### src/hw/rtl/hbow_pkg.sv
package hbow_pkg;

  // Field widths of one tick and one result.
  localparam int unsigned WORD_W    = 64;
  localparam int unsigned TIMEOUT_W = 32;

  // Input request: cycle, owner token, peer beat, from the lowest bit up.
  localparam int unsigned IN_CYCLE_LSB = 0;
  localparam int unsigned IN_TOKEN_LSB = IN_CYCLE_LSB + WORD_W;
  localparam int unsigned IN_BEAT_LSB  = IN_TOKEN_LSB + WORD_W;
  localparam int unsigned IN_DATA_W    = IN_BEAT_LSB + WORD_W;

  // Result request: trip, own_heartbeat, trip_total, client_controls, padded to bytes.
  localparam int unsigned OUT_TRIP_LSB  = 0;
  localparam int unsigned OUT_OWN_LSB   = OUT_TRIP_LSB + 1;
  localparam int unsigned OUT_TOTAL_LSB = OUT_OWN_LSB + WORD_W;
  localparam int unsigned OUT_CTRL_LSB  = OUT_TOTAL_LSB + WORD_W;
  localparam int unsigned OUT_USED_W    = OUT_CTRL_LSB + 1;
  localparam int unsigned OUT_DATA_W    = ((OUT_USED_W + 7) / 8) * 8;
  localparam int unsigned OUT_PAD_W     = OUT_DATA_W - OUT_USED_W;

  // Configuration register indexes.
  typedef enum logic [0:0] {
    CFG_ENABLE  = 1'b0,
    CFG_TIMEOUT = 1'b1
  } cfg_idx_t;

  // One result as it leaves the block.
  typedef struct packed {
    logic              client_controls;
    logic [WORD_W-1:0] trip_total;
    logic [WORD_W-1:0] own_heartbeat;
    logic              trip;
  } result_t;

endpackage

### src/hw/rtl/heartbeat_ownership_watchdog_core.sv
// Channel   Ports                                  Width  Direction
// in_       in_tvalid / in_tready / in_tdata       192    tick requests in
// out_      out_tvalid / out_tready / out_tdata    136    result requests out
// cfg_      cfg_valid / cfg_ready / cfg_index,data 1+32   register writes in
//
// One tick is accepted every cycle unless the result stalls; its result passes through
// the input register and then the result register around the watchdog logic.
// Reset (rst_n low, synchronous) clears all counters, the watch state and the valid
// flags of both registers. A stalled result holds the result register and then the input
// register; in_tready drops only when both are full. cfg_ready is always high.
module heartbeat_ownership_watchdog_core
  import hbow_pkg::*;
(
  input  logic                  clk,
  input  logic                  rst_n,
  // Fields from bit 0: cycle[63:0], owner_token[127:64], peer_beat[191:128].
  input  logic                  in_tvalid,
  output logic                  in_tready,
  input  logic [IN_DATA_W-1:0]  in_tdata,
  // Fields from bit 0: trip[0], own_heartbeat[64:1], trip_total[128:65],
  // client_controls[129], zero padding[135:130].
  output logic                  out_tvalid,
  input  logic                  out_tready,
  output logic [OUT_DATA_W-1:0] out_tdata,
  input  logic                  cfg_valid,
  output logic                  cfg_ready,
  input  cfg_idx_t              cfg_index,
  input  logic [TIMEOUT_W-1:0]  cfg_data
);

  logic                 enable_r;
  logic [TIMEOUT_W-1:0] timeout_r;

  logic              s1_valid_r;
  logic [WORD_W-1:0] s1_cycle_r;
  logic [WORD_W-1:0] s1_token_r;
  logic [WORD_W-1:0] s1_beat_r;

  logic [WORD_W-1:0] watched_r, watched_nxt;
  logic [WORD_W-1:0] seen_r, seen_nxt;
  logic [WORD_W-1:0] progress_r, progress_nxt;
  logic [WORD_W-1:0] beats_r, beats_nxt;
  logic [WORD_W-1:0] trips_r, trips_nxt;

  logic              out_valid_r;
  result_t           res_r, res_nxt;

  logic              advance;
  logic [WORD_W-1:0] elapsed;
  logic              timed_out;

  // The result register empties or is taken; the input stage then moves on.
  assign advance   = !out_valid_r || out_tready;
  assign in_tready = !s1_valid_r || advance;
  assign cfg_ready = 1'b1;

  // Configuration registers.
  always_ff @(posedge clk) begin
    if (!rst_n) begin
      enable_r  <= 1'b0;
      timeout_r <= '0;
    end else if (cfg_valid) begin
      unique case (cfg_index)
        CFG_ENABLE:  enable_r  <= cfg_data[0];
        CFG_TIMEOUT: timeout_r <= cfg_data;
        default:     ;
      endcase
    end
  end

  // Input register.
  always_ff @(posedge clk) begin
    if (!rst_n) begin
      s1_valid_r <= 1'b0;
    end else if (in_tready) begin
      s1_valid_r <= in_tvalid;
    end
  end

  always_ff @(posedge clk) begin
    if (in_tready && in_tvalid) begin
      s1_cycle_r <= in_tdata[IN_CYCLE_LSB +: WORD_W];
      s1_token_r <= in_tdata[IN_TOKEN_LSB +: WORD_W];
      s1_beat_r  <= in_tdata[IN_BEAT_LSB +: WORD_W];
    end
  end

  // Elapsed time is the modular 64-bit difference; the timeout is 32 bits wide.
  assign elapsed   = s1_cycle_r - progress_r;
  assign timed_out = (elapsed[WORD_W-1:TIMEOUT_W] == '0) ? (elapsed[TIMEOUT_W-1:0] >= timeout_r)
                                                         : 1'b1;

  // Watchdog decision for the tick in the input register.
  always_comb begin
    watched_nxt  = watched_r;
    seen_nxt     = seen_r;
    progress_nxt = progress_r;
    beats_nxt    = beats_r;
    trips_nxt    = trips_r;
    res_nxt.trip = 1'b0;
    if (enable_r) begin
      beats_nxt = beats_r + WORD_W'(1);
      if (s1_token_r != watched_r) begin
        // A new owner rebaselines the watch.
        watched_nxt  = s1_token_r;
        seen_nxt     = s1_beat_r;
        progress_nxt = s1_cycle_r;
      end else if (s1_token_r == '0) begin
        progress_nxt = s1_cycle_r;
      end else if (s1_beat_r != seen_r) begin
        seen_nxt     = s1_beat_r;
        progress_nxt = s1_cycle_r;
      end else if (timed_out) begin
        trips_nxt    = trips_r + WORD_W'(1);
        res_nxt.trip = 1'b1;
      end
    end
    res_nxt.own_heartbeat   = beats_nxt;
    res_nxt.trip_total      = trips_nxt;
    res_nxt.client_controls = enable_r && (s1_token_r != '0) && !res_nxt.trip;
  end

  // Watch state moves when the tick passes into the result register.
  always_ff @(posedge clk) begin
    if (!rst_n) begin
      watched_r  <= '0;
      seen_r     <= '0;
      progress_r <= '0;
      beats_r    <= '0;
      trips_r    <= '0;
    end else if (advance && s1_valid_r) begin
      watched_r  <= watched_nxt;
      seen_r     <= seen_nxt;
      progress_r <= progress_nxt;
      beats_r    <= beats_nxt;
      trips_r    <= trips_nxt;
    end
  end

  // Result register.
  always_ff @(posedge clk) begin
    if (!rst_n) begin
      out_valid_r <= 1'b0;
    end else if (advance) begin
      out_valid_r <= s1_valid_r;
    end
  end

  always_ff @(posedge clk) begin
    if (advance && s1_valid_r) begin
      res_r <= res_nxt;
    end
  end

  assign out_tvalid = out_valid_r;
  assign out_tdata  = {{OUT_PAD_W{1'b0}}, res_r};

endmodule

### config.mk
export PLATFORM = sky130hd
export DESIGN_NAME = heartbeat_ownership_watchdog_core
export DESIGN_NICKNAME = d
export VERILOG_FILES = /design/src/hw/rtl/hbow_pkg.sv /design/src/hw/rtl/heartbeat_ownership_watchdog_core.sv
export SDC_FILE = /design/constraint.sdc
export NUM_CORES = 1
export LEC_CHECK = 0
export BUFFER_PORTS_ARGS = -buffer_cell sky130_fd_sc_hd__buf_2
export CAP_MARGIN = 20
export CORE_MARGIN = 3
export CORE_UTILIZATION = 59
export CTS_CLUSTER_SIZE = 16
export DETAILED_ROUTE_END_ITERATION = 8
export PLACE_DENSITY = 0.91
export SYNTH_ARGS = -nofsm -noshare
export SYNTH_HDL_FRONTEND = slang
export SYNTH_SLANG_ARGS = --single-unit
### constraint.sdc
create_clock -name clk -period 8.5 [get_ports clk]
set_clock_uncertainty 0.05 [all_clocks]
set_input_delay 1.7 -clock clk [delete_from_list [all_inputs] [get_ports clk]]
set_output_delay 1.7 -clock clk [all_outputs]
set_load 0.01 [all_outputs]
==> metrics.md, run 1 <==
| Metric | Value |
|---|---|
| Status | `finished clean` |
| Placed Area | `0.0352 sq mm` |
| Util after Layout | `68.3%` |
| Hold Violations, Final | `0` |
| Die H | `242 um` |
| Antenna violations before repair | `12` |
| Wire length per cell | `19.9 um` |
| Met3 Usage GRT | `6.11%` |
| Cells after Synth | `3336` |
| Synthesized area per cell | `9.89 sq um` |
| CTS tree | `yes` |
| Power Density | `197 mW/mm^2` |
| GPL Wtd Cong | `1.00` |
| Pre-antenna DRT Iters | `7` |
| Dominant cell by count in the synthesized netlist | `nand2_1` |
| CTS root buffer | `clkbuf_16` |
| Post-synth top flop | `dfxtp_1` |
| Setup TNS | `0 ns` |
| CTS buffer count | `70` |
| Relative slew slack | `22.1%` |
| Unrepaired setup endpoints after global routing | `no` |
| Gr ovfl total | `0` |
| Busiest grt layer | `met2` |
| Worst-Margin Slew | `1.17 ns` |
| Type of the most critical hold path | `reg -> reg` |
| Fin nets | `3953` |
| Starting DRT DRC Count | `2542` |
| Min-Delay Path Depth | `2` |
| Reg power frac | `48.4%` |
| Mapped cell area | `0.0330 sq mm` |
| Total GRT Usage | `28.9%` |
| Core area | `0.0552 sq mm` |
| Input/output buffers | `361` |
| Crit start category | `flip-flop` |
| Initial core utilization | `59.7%` |
| Worst endpoint data arrival time | `6.23 ns` |
| Fraction of layout cells with a size suffix above 1 | `14.7%` |
| H-tree depth | `3` |
| DR vias | `26400` |
| Sink Count | `677` |
| I/O pin total | `369` |
| Combinational power share | `8.5%` |
| Design area | `0.0377 sq mm` |
| Vias in the first global route | `25200` |
| Worst Path Max Fanout | `26` |
| Int Power | `5630 uW` |
| Area Overhead vs Synth | `14.3%` |
| Clk Latency, worst-skew pair | `0.62 ns` |
| Post-CTS Hold Fix Bufs | `0` |
| Clock Path Buffers | `3` |
| Setup Buffers After CTS | `0` |
| Internal reg-to-reg setup slack | `2.57 ns` |
| Met2 usage | `47.4%` |
| HP Start | `progress_r[25]` |
| # DRC | `0` |
| Post-synth ARST share | `0%` |
| Max cap viols | `0` |
| Area of the die | `0.0588 sq mm` |
| Worst Path Required | `8.80 ns` |
| Worst r2r dst | `out_tdata[110]` |
| Post-route antenna net violation count | `0` |
| Clock slew at reported path FFs | `0.06 ns` |
| Clk pwr share | `43.0%` |
| Post-synth EDFFs | `322` |
| Met1 GRT Util | `38.0%` |
| Die W | `242 um` |
| First-pass GRT wire length | `136000 um` |
| Hold EP | `progress_r[25]` |
| Min cycle time layout | `5.93 ns` |
| Area contributors post-synth | `edfxtp_1 29%, dfxtp_1 22%, xor2_1 5.6%` |
| Sequential share of the synthesized area | `50.9%` |
| Synthesized flop and latch total | `677` |
| Tcrit/Tclk final | `69.8%` |
| Synth cell count leaders | `411 x nand2_1, 355 x dfxtp_1, 322 x edfxtp_1` |
| Cts repair resizes | `0` |
| FMAX | `169 MHz` |
| Total Wirelength | `88300 um` |
| Area leader, netlist | `edfxtp_1` |
| HPWL after detailed placement | `61700 um` |
| Setup violations, final | `0` |
| P_leak | `0.0143 uW` |
| Max-slew violations | `0` |
| Synth warn | `0` |
| Largest net degree at the start of global routing | `191` |
| Final Power | `7420 uW` |
| Via density | `5.96` |
| Top cell type's share of synthesized area | `29.3%` |
| R2R depth | `24` |
| Crit end category | `flip-flop` |
| Setup CP Type | `reg -> reg` |
| Site Rows | `86` |
| Sw Share | `24.1%` |
| FF-to-FF Start | `s1_cycle_r[0]` |
| VDD IR-drop max | `0.000204 V` |
| P_sw | `1790 uW` |
| Library cells used by synthesis | `88` |
## through the flow
stage               cells  hold slack [ns]  setup WS [ns]
floorplan            3341            0.386           1.57
global placement     4299            0.391           2.78
detailed placement   4299            0.396           2.72
CTS                  4428            0.405           2.66
global route         4432            0.422           2.06
finish               4434            0.404           2.57
## worst max path at each step
stage               cells past startpoint              to          start
floorplan                               3    s1_beat_r[0]     out_tready
global placement                       23   out_tdata[66]  s1_cycle_r[0]
finish                                 24  out_tdata[110]  s1_cycle_r[0]
global route                           24  out_tdata[129]  s1_cycle_r[0]
detailed placement                     23   out_tdata[66]  s1_cycle_r[0]
CTS                                    23   out_tdata[66]  s1_cycle_r[0]
## logic make-up (layout without fill, tap and decap cells)
| group | after synthesis | after routing | share of synthesized area, % |
|---|---|---|---|
| adders and majority gates | 98 | 98 | 3.74 |
| DFF | 677 | 677 | 50.9 |
| other | 2 | 11 | 0.0228 |
| xor gates and xnor gates | 361 | 361 | 9.59 |
| buffers and inverters | 309 | 650 | 3.82 |
| AOI/OAI and AO/OA | 554 | 554 | 10.5 |
| muxes | 143 | 143 | 4.35 |
| and+or+nand+nor | 1192 | 1192 | 17.1 |
## metal layers
layer	vias to the layer above	routed length, um
met5	-	110
met4	18	3120
met3	224	7070
met2	1203	41900
met1	12700	36100
li1	12300	-
## critical path, stage by stage, from the launching register on
cell and delay [ns]:
edfxtp_1 0.36, inv_1 0.05, ha_1 0.22, fa_1 0.41, nand2b_1 0.18, a21oi_1 0.37
o21a_1 0.25, nor2_1 0.09, nor2_1 0.15, nor2_1 0.10, o31ai_1 0.30, xor2_1 0.31
ha_1 0.21, a21oi_1 0.05, o21ai_0 0.23, nand2_1 0.10, o211ai_1 0.10, nor4_1 0.09
o2111ai_1 0.11, a2111oi_0 0.09, and4_1 0.22, and4_4 0.27, a211oi_4 0.93, nand4_1 0.26
xnor2_1 0.19
## area by class of cell
cell class | instances | area (sq um)
Multi-Input combinational cell | 2355 | 15000
Sequential cell | 677 | 16800
Antenna cell | 4 | 10.0
Clock buffer | 99 | 2000
Tap cell | 748 | 936
Fill cell | 3922 | 17500
Timing Repair Buffer | 380 | 2010
Clock inverter | 30 | 412
Inverter | 141 | 542
## flip-flops by register name (all words and copies together), names as in the netlist
name,flops
seen_r,64
watched_r,64
s1_beat_r,64
beats_r,64
out_tvalid,1
s1_valid_r,1
enable_r,1
progress_r,64
s1_token_r,64
trips_r,64
s1_cycle_r,64
out_tdata,130
timeout_r,32
## power groups by stage
stage               Clock (uW)  Combinational (uW)  Sequential [uW]
finish                    3200                 634             3590
global route              3360                 690             3600
CTS                       3230                 622             3590
detailed placement           0                 616             3660
global placement             0                 610             3660
floorplan                    0                 379             3670
## layout by cell type, fill, tap and decap left out, types with 9 or more instances in the layout
master	n
nand3_1	79
dfxtp_1	355
clkbuf_8	12
mux2i_1	140
a211oi_1	18
nor4_1	65
o211ai_1	15
xnor2_1	152
xor2_1	209
ha_1	97
o21bai_1	10
a21o_1	31
clkbuf_16	71
buf_4	15
clkbuf_1	16
or3_1	33
inv_1	138
nand2b_1	24
a21boi_0	10
nor3_1	44
o21a_1	21
and2_1	19
o31ai_1	9
o21ai_0	85
a21bo_2	10
nand3b_1	15
edfxtp_1	322
and3_1	44
and4_1	14
a21oi_1	263
nand4_1	100
nor2_1	308
nand2_1	410
buf_2	361
No activity file was read; power rests on OpenSTA's default activity.
==> run 2, diff against run 1 <==
--- a/config.mk
+++ b/config.mk
@@ -5,13 +5,14 @@
 export SDC_FILE = /design/constraint.sdc
 export NUM_CORES = 1
 export LEC_CHECK = 0
+export ABC_AREA = 1
 export BUFFER_PORTS_ARGS = -buffer_cell sky130_fd_sc_hd__buf_2
 export CAP_MARGIN = 20
 export CORE_MARGIN = 3
-export CORE_UTILIZATION = 59
+export CORE_UTILIZATION = 60
 export CTS_CLUSTER_SIZE = 16
 export DETAILED_ROUTE_END_ITERATION = 8
-export PLACE_DENSITY = 0.91
+export PLACE_DENSITY = 0.92
 export SYNTH_ARGS = -nofsm -noshare
 export SYNTH_HDL_FRONTEND = slang
 export SYNTH_SLANG_ARGS = --single-unit
==> constraint.sdc (replaced) <==
create_clock -name clk -period 5.82 [get_ports clk]
set_clock_uncertainty 0.05 [all_clocks]
set_input_delay 1.164 -clock clk [delete_from_list [all_inputs] [get_ports clk]]
set_output_delay 1.164 -clock clk [all_outputs]
set_load 0.01 [all_outputs]
==> run 2 against run 1 <==
Effect of this change: synthesized area is 7.5% higher; cell count increased by 29%; first-iteration DRC count rose by 37%; sequential power increased by 52%; critical endpoint is now out_tdata[128].
==> metrics.md, run 2 <==
| Metric | Value |
|---|---|
| Clk Latency, worst-skew pair | `0.64 ns (+0.02 ns)` |
| Tcrit/Tclk final | `80.2% (+10 points)` |
| Mapped cell area | `0.0354 sq mm (+7.5%)` |
| Layout Cells excl Fill | `5706 (+29%)` |
| Die H | `249 um (+2.7%)` |
| Die W | `249 um (+2.7%)` |
| I/O pin total | `369 (unchanged)` |
| Post-synth EDFFs | `322 (unchanged)` |
| Cells after Synth | `4560 (+37%)` |
| Fraction of layout cells with a size suffix above 1 | `12.5% (-2.2 points)` |
| Min cycle time layout | `4.66 ns (-1.27 ns)` |
| Type of the most critical hold path | `reg -> reg` |
| Total GRT Usage | `31.0% (+2.1 points)` |
| Worst-Margin Slew | `1.11 ns (-0.0563 ns)` |
| Pre-antenna DRT Iters | `6 (-1)` |
| # DRC | `0 (unchanged)` |
| P_leak | `0.0185 uW (+30%)` |
| FMAX | `214 MHz (+27%)` |
| Vias in the first global route | `30200 (+20%)` |
| Setup violations, final | `0 (unchanged)` |
| Worst Path Max Fanout | `44 (+69%)` |
| Placed Cells | `5568 (+30%)` |
| Unrepaired setup endpoints after global routing | `no` |
| Core area | `0.0580 sq mm (+5.1%)` |
| Setup Buffers After CTS | `0 (unchanged)` |
| Max cap viols | `0 (unchanged)` |
| Status | `finished clean` |
| Hold Violations, Final | `0 (unchanged)` |
| Synthesized flop and latch total | `677 (unchanged)` |
| Area of the die | `0.0620 sq mm (+5.5%)` |
| Top cell type's share of synthesized area | `27.3% (-2.0 points)` |
| Setup TNS | `0 ns (unchanged)` |
| Dominant cell by count in the synthesized netlist | `nand2_1` |
| Largest net degree at the start of global routing | `123 (-36%)` |
| Cts repair resizes | `0 (unchanged)` |
| CTS buffer count | `71 (+1.4%)` |
| Sink Count | `677 (unchanged)` |
| Largest family of logic cells by synthesized area | `simple AND/OR/NAND/NOR gates` |
| Synth cell count leaders | `1010 x nand2_1, 779 x inv_1, 446 x nor2_1` |
| Gr ovfl total | `0 (unchanged)` |
| Placed Area | `0.0378 sq mm (+7.3%)` |
| Area leader, netlist | `edfxtp_1` |
| Area Overhead vs Synth | `13.8%` |
| CTS tree | `yes` |
| Post-CTS Hold Fix Bufs | `0 (unchanged)` |
| CTS root buffer | `clkbuf_16` |
| Library cells used by synthesis | `54 (-39%)` |
| Design area | `0.0404 sq mm (+7.0%)` |
| Post-synth ARST share | `0% (unchanged)` |
| Max-slew violations | `0 (unchanged)` |
| Relative slew slack | `25.7% (+3.6 points)` |
| Commonest non-fill, non-tap cell in the layout | `nand2_1` |
| Post-route antenna net violation count | `0 (unchanged)` |
| Crit end category | `flip-flop` |
| Synthesized area per cell | `7.77 sq um (-21%)` |
| Input/output buffers | `361 (unchanged)` |
| Wire length per cell | `17.3 um (-13%)` |
| H-tree depth | `3 (unchanged)` |
| Sequential share of the synthesized area | `47.3% (-3.5 points)` |
| Post-synth top flop | `dfxtp_1` |
| Area contributors post-synth | `edfxtp_1 27%, dfxtp_1 20%, nand2_1 11%` |
| Adder-cell share of the synthesized area | `3.48% (-0.26 points)` |
| VDD IR-drop max | `0.000305 V (+49%)` |
| Synth warn | `0 (unchanged)` |
| Via density | `5.57 (-6.4%)` |
| Initial core utilization | `61.1% (+1.3 points)` |
| Worst endpoint data arrival time | `4.98 ns (-1.25 ns)` |
| Setup CP Type | `reg -> reg` |
| Util after Layout | `69.5% (+1.2 points)` |
| Total Wirelength | `99000 um (+12%)` |
| Antenna violations before repair | `14 (+2)` |
| Power Density | `296 mW/mm^2 (+50%)` |
| Fin nets | `5204 (+32%)` |
| Site Rows | `88 (+2.3%)` |
| Compound-Gate Fraction of Synth Area | `9.57% (-0.96 points)` |
| Starting DRT DRC Count | `3490 (+37%)` |
| Synth Area in Simple Gates | `24.9% (+7.8 points)` |
| Clock Path Buffers | `3 (unchanged)` |
| Clock slew at reported path FFs | `0.06 ns (about the same)` |
| DR vias | `31800 (+20%)` |
| Post-synthesis mux area share | `0% (-4.4 points)` |
| GPL Wtd Cong | `0.996 (-0.87%)` |
| HPWL after detailed placement | `70100 um (+14%)` |
| Commonest non-fill, non-tap cells in the layout | `1007 x nand2_1, 777 x inv_1, 445 x nor2_1, 360 x buf_2, 354 x dfxtp_1` |
| Post-synthesis xor/xnor area fraction | `4.49% (-5.1 points)` |
| Worst Path Required | `6.14 ns (-2.66 ns)` |
| First-pass GRT wire length | `156000 um (+15%)` |
| Crit start category | `flip-flop` |
| Max reg flops | `130 (unchanged)` |
==> run 2: cell count changes in the layout (fill, tap and decap cells not counted), moves of 107 or more <==
| cell | previous run | this run |
|---|---|---|
| inv_1 | 138 | 777 |
| mux2i_1 | 140 | 0 |
| nand2_1 | 410 | 1007 |
| nor2_1 | 308 | 445 |
| o21ai_0 | 85 | 316 |
| xor2_1 | 209 | 102 |
==> run 2: per-layer routing <==
layer	vias up	share of wire, %	track usage (%)
met2	1575	48	52.5
met5	-	0.10	0
met4	16	4.0	11.7
li1	15300	-	-
met3	292	9.7	6.91
met1	14600	39	38.8
==> run 2: power breakdown <==
group | leakage (uW) | total (uW) | internal (uW) | switching (uW)
registers | 0.00602 | 5460 | 5280 | 177
logic | 0.0113 | 1540 | 529 | 1010
clock network | 0.00123 | 4940 | 2970 | 1960
total | 0.0185 | 11900 | 8780 | 3150
==> run 2: cells by family (layout without fill, tap and decap cells) <==
group / Yosys count / count (layout)
buffers and inverters: 932 / 1301
other: 2 / 14
DFF: 677 / 677
xor gates and xnor gates: 181 / 181
adders and majority gates: 98 / 98
and+or+nand+nor: 2007 / 2007
AOI/OAI and AO/OA: 663 / 663
==> run 2: final cells by class <==
cell class	count	area, sq um
Clock buffer	95	1960
Sequential cell	677	16800
Clock inverter	36	591
Fill cell	4335	17700
Timing Repair Buffer	380	1970
Inverter	790	2980
Multi-Input combinational cell	2956	15100
Antenna cell	7	17.5
Tap cell	765	957
==> run 2: final timing paths <==
kind / from / endpoint / slack (ns) / cells past startpoint
min: progress_r[50] / progress_r[50] / 0.41 / 2
max reg2reg: s1_cycle_r[6] / out_tdata[128] / 1.16 / 24
min reg2reg: progress_r[50] / progress_r[50] / 0.41 / 2
max: s1_cycle_r[6] / out_tdata[128] / 1.16 / 24
==> run 2: worst max-delay path, cell delays in order (launching register included) <==
cell and delay [ns]:
edfxtp_1 0.41, ha_1 0.38, nand2_1 0.09, nand2_1 0.10, nand2_1 0.08, nand2_1 0.09, inv_1 0.08, nand3_1 0.23
nand2_1 0.13, nand2_1 0.12, xor2_1 0.17, ha_1 0.30, a21oi_1 0.08, o21a_1 0.17, o221a_2 0.22, nand2_1 0.09
nand2_1 0.09, nand3_1 0.10, nor2_1 0.05, nand3_1 0.08, nor2_2 0.08, nor2_4 0.83, nand4_1 0.19, nand2_1 0.16
inv_1 0.06
==> run 2: per-stage QoR <==
step	worst slack [ns]	hold WS, ns	power, uW
after global routing	0.785	0.430	12400
final	1.16	0.407	11900
after global placement	1.26	0.393	6980
after CTS	1.19	0.410	11900
after floorplan	0.0757	0.383	6550
after detailed placement	1.19	0.401	7040
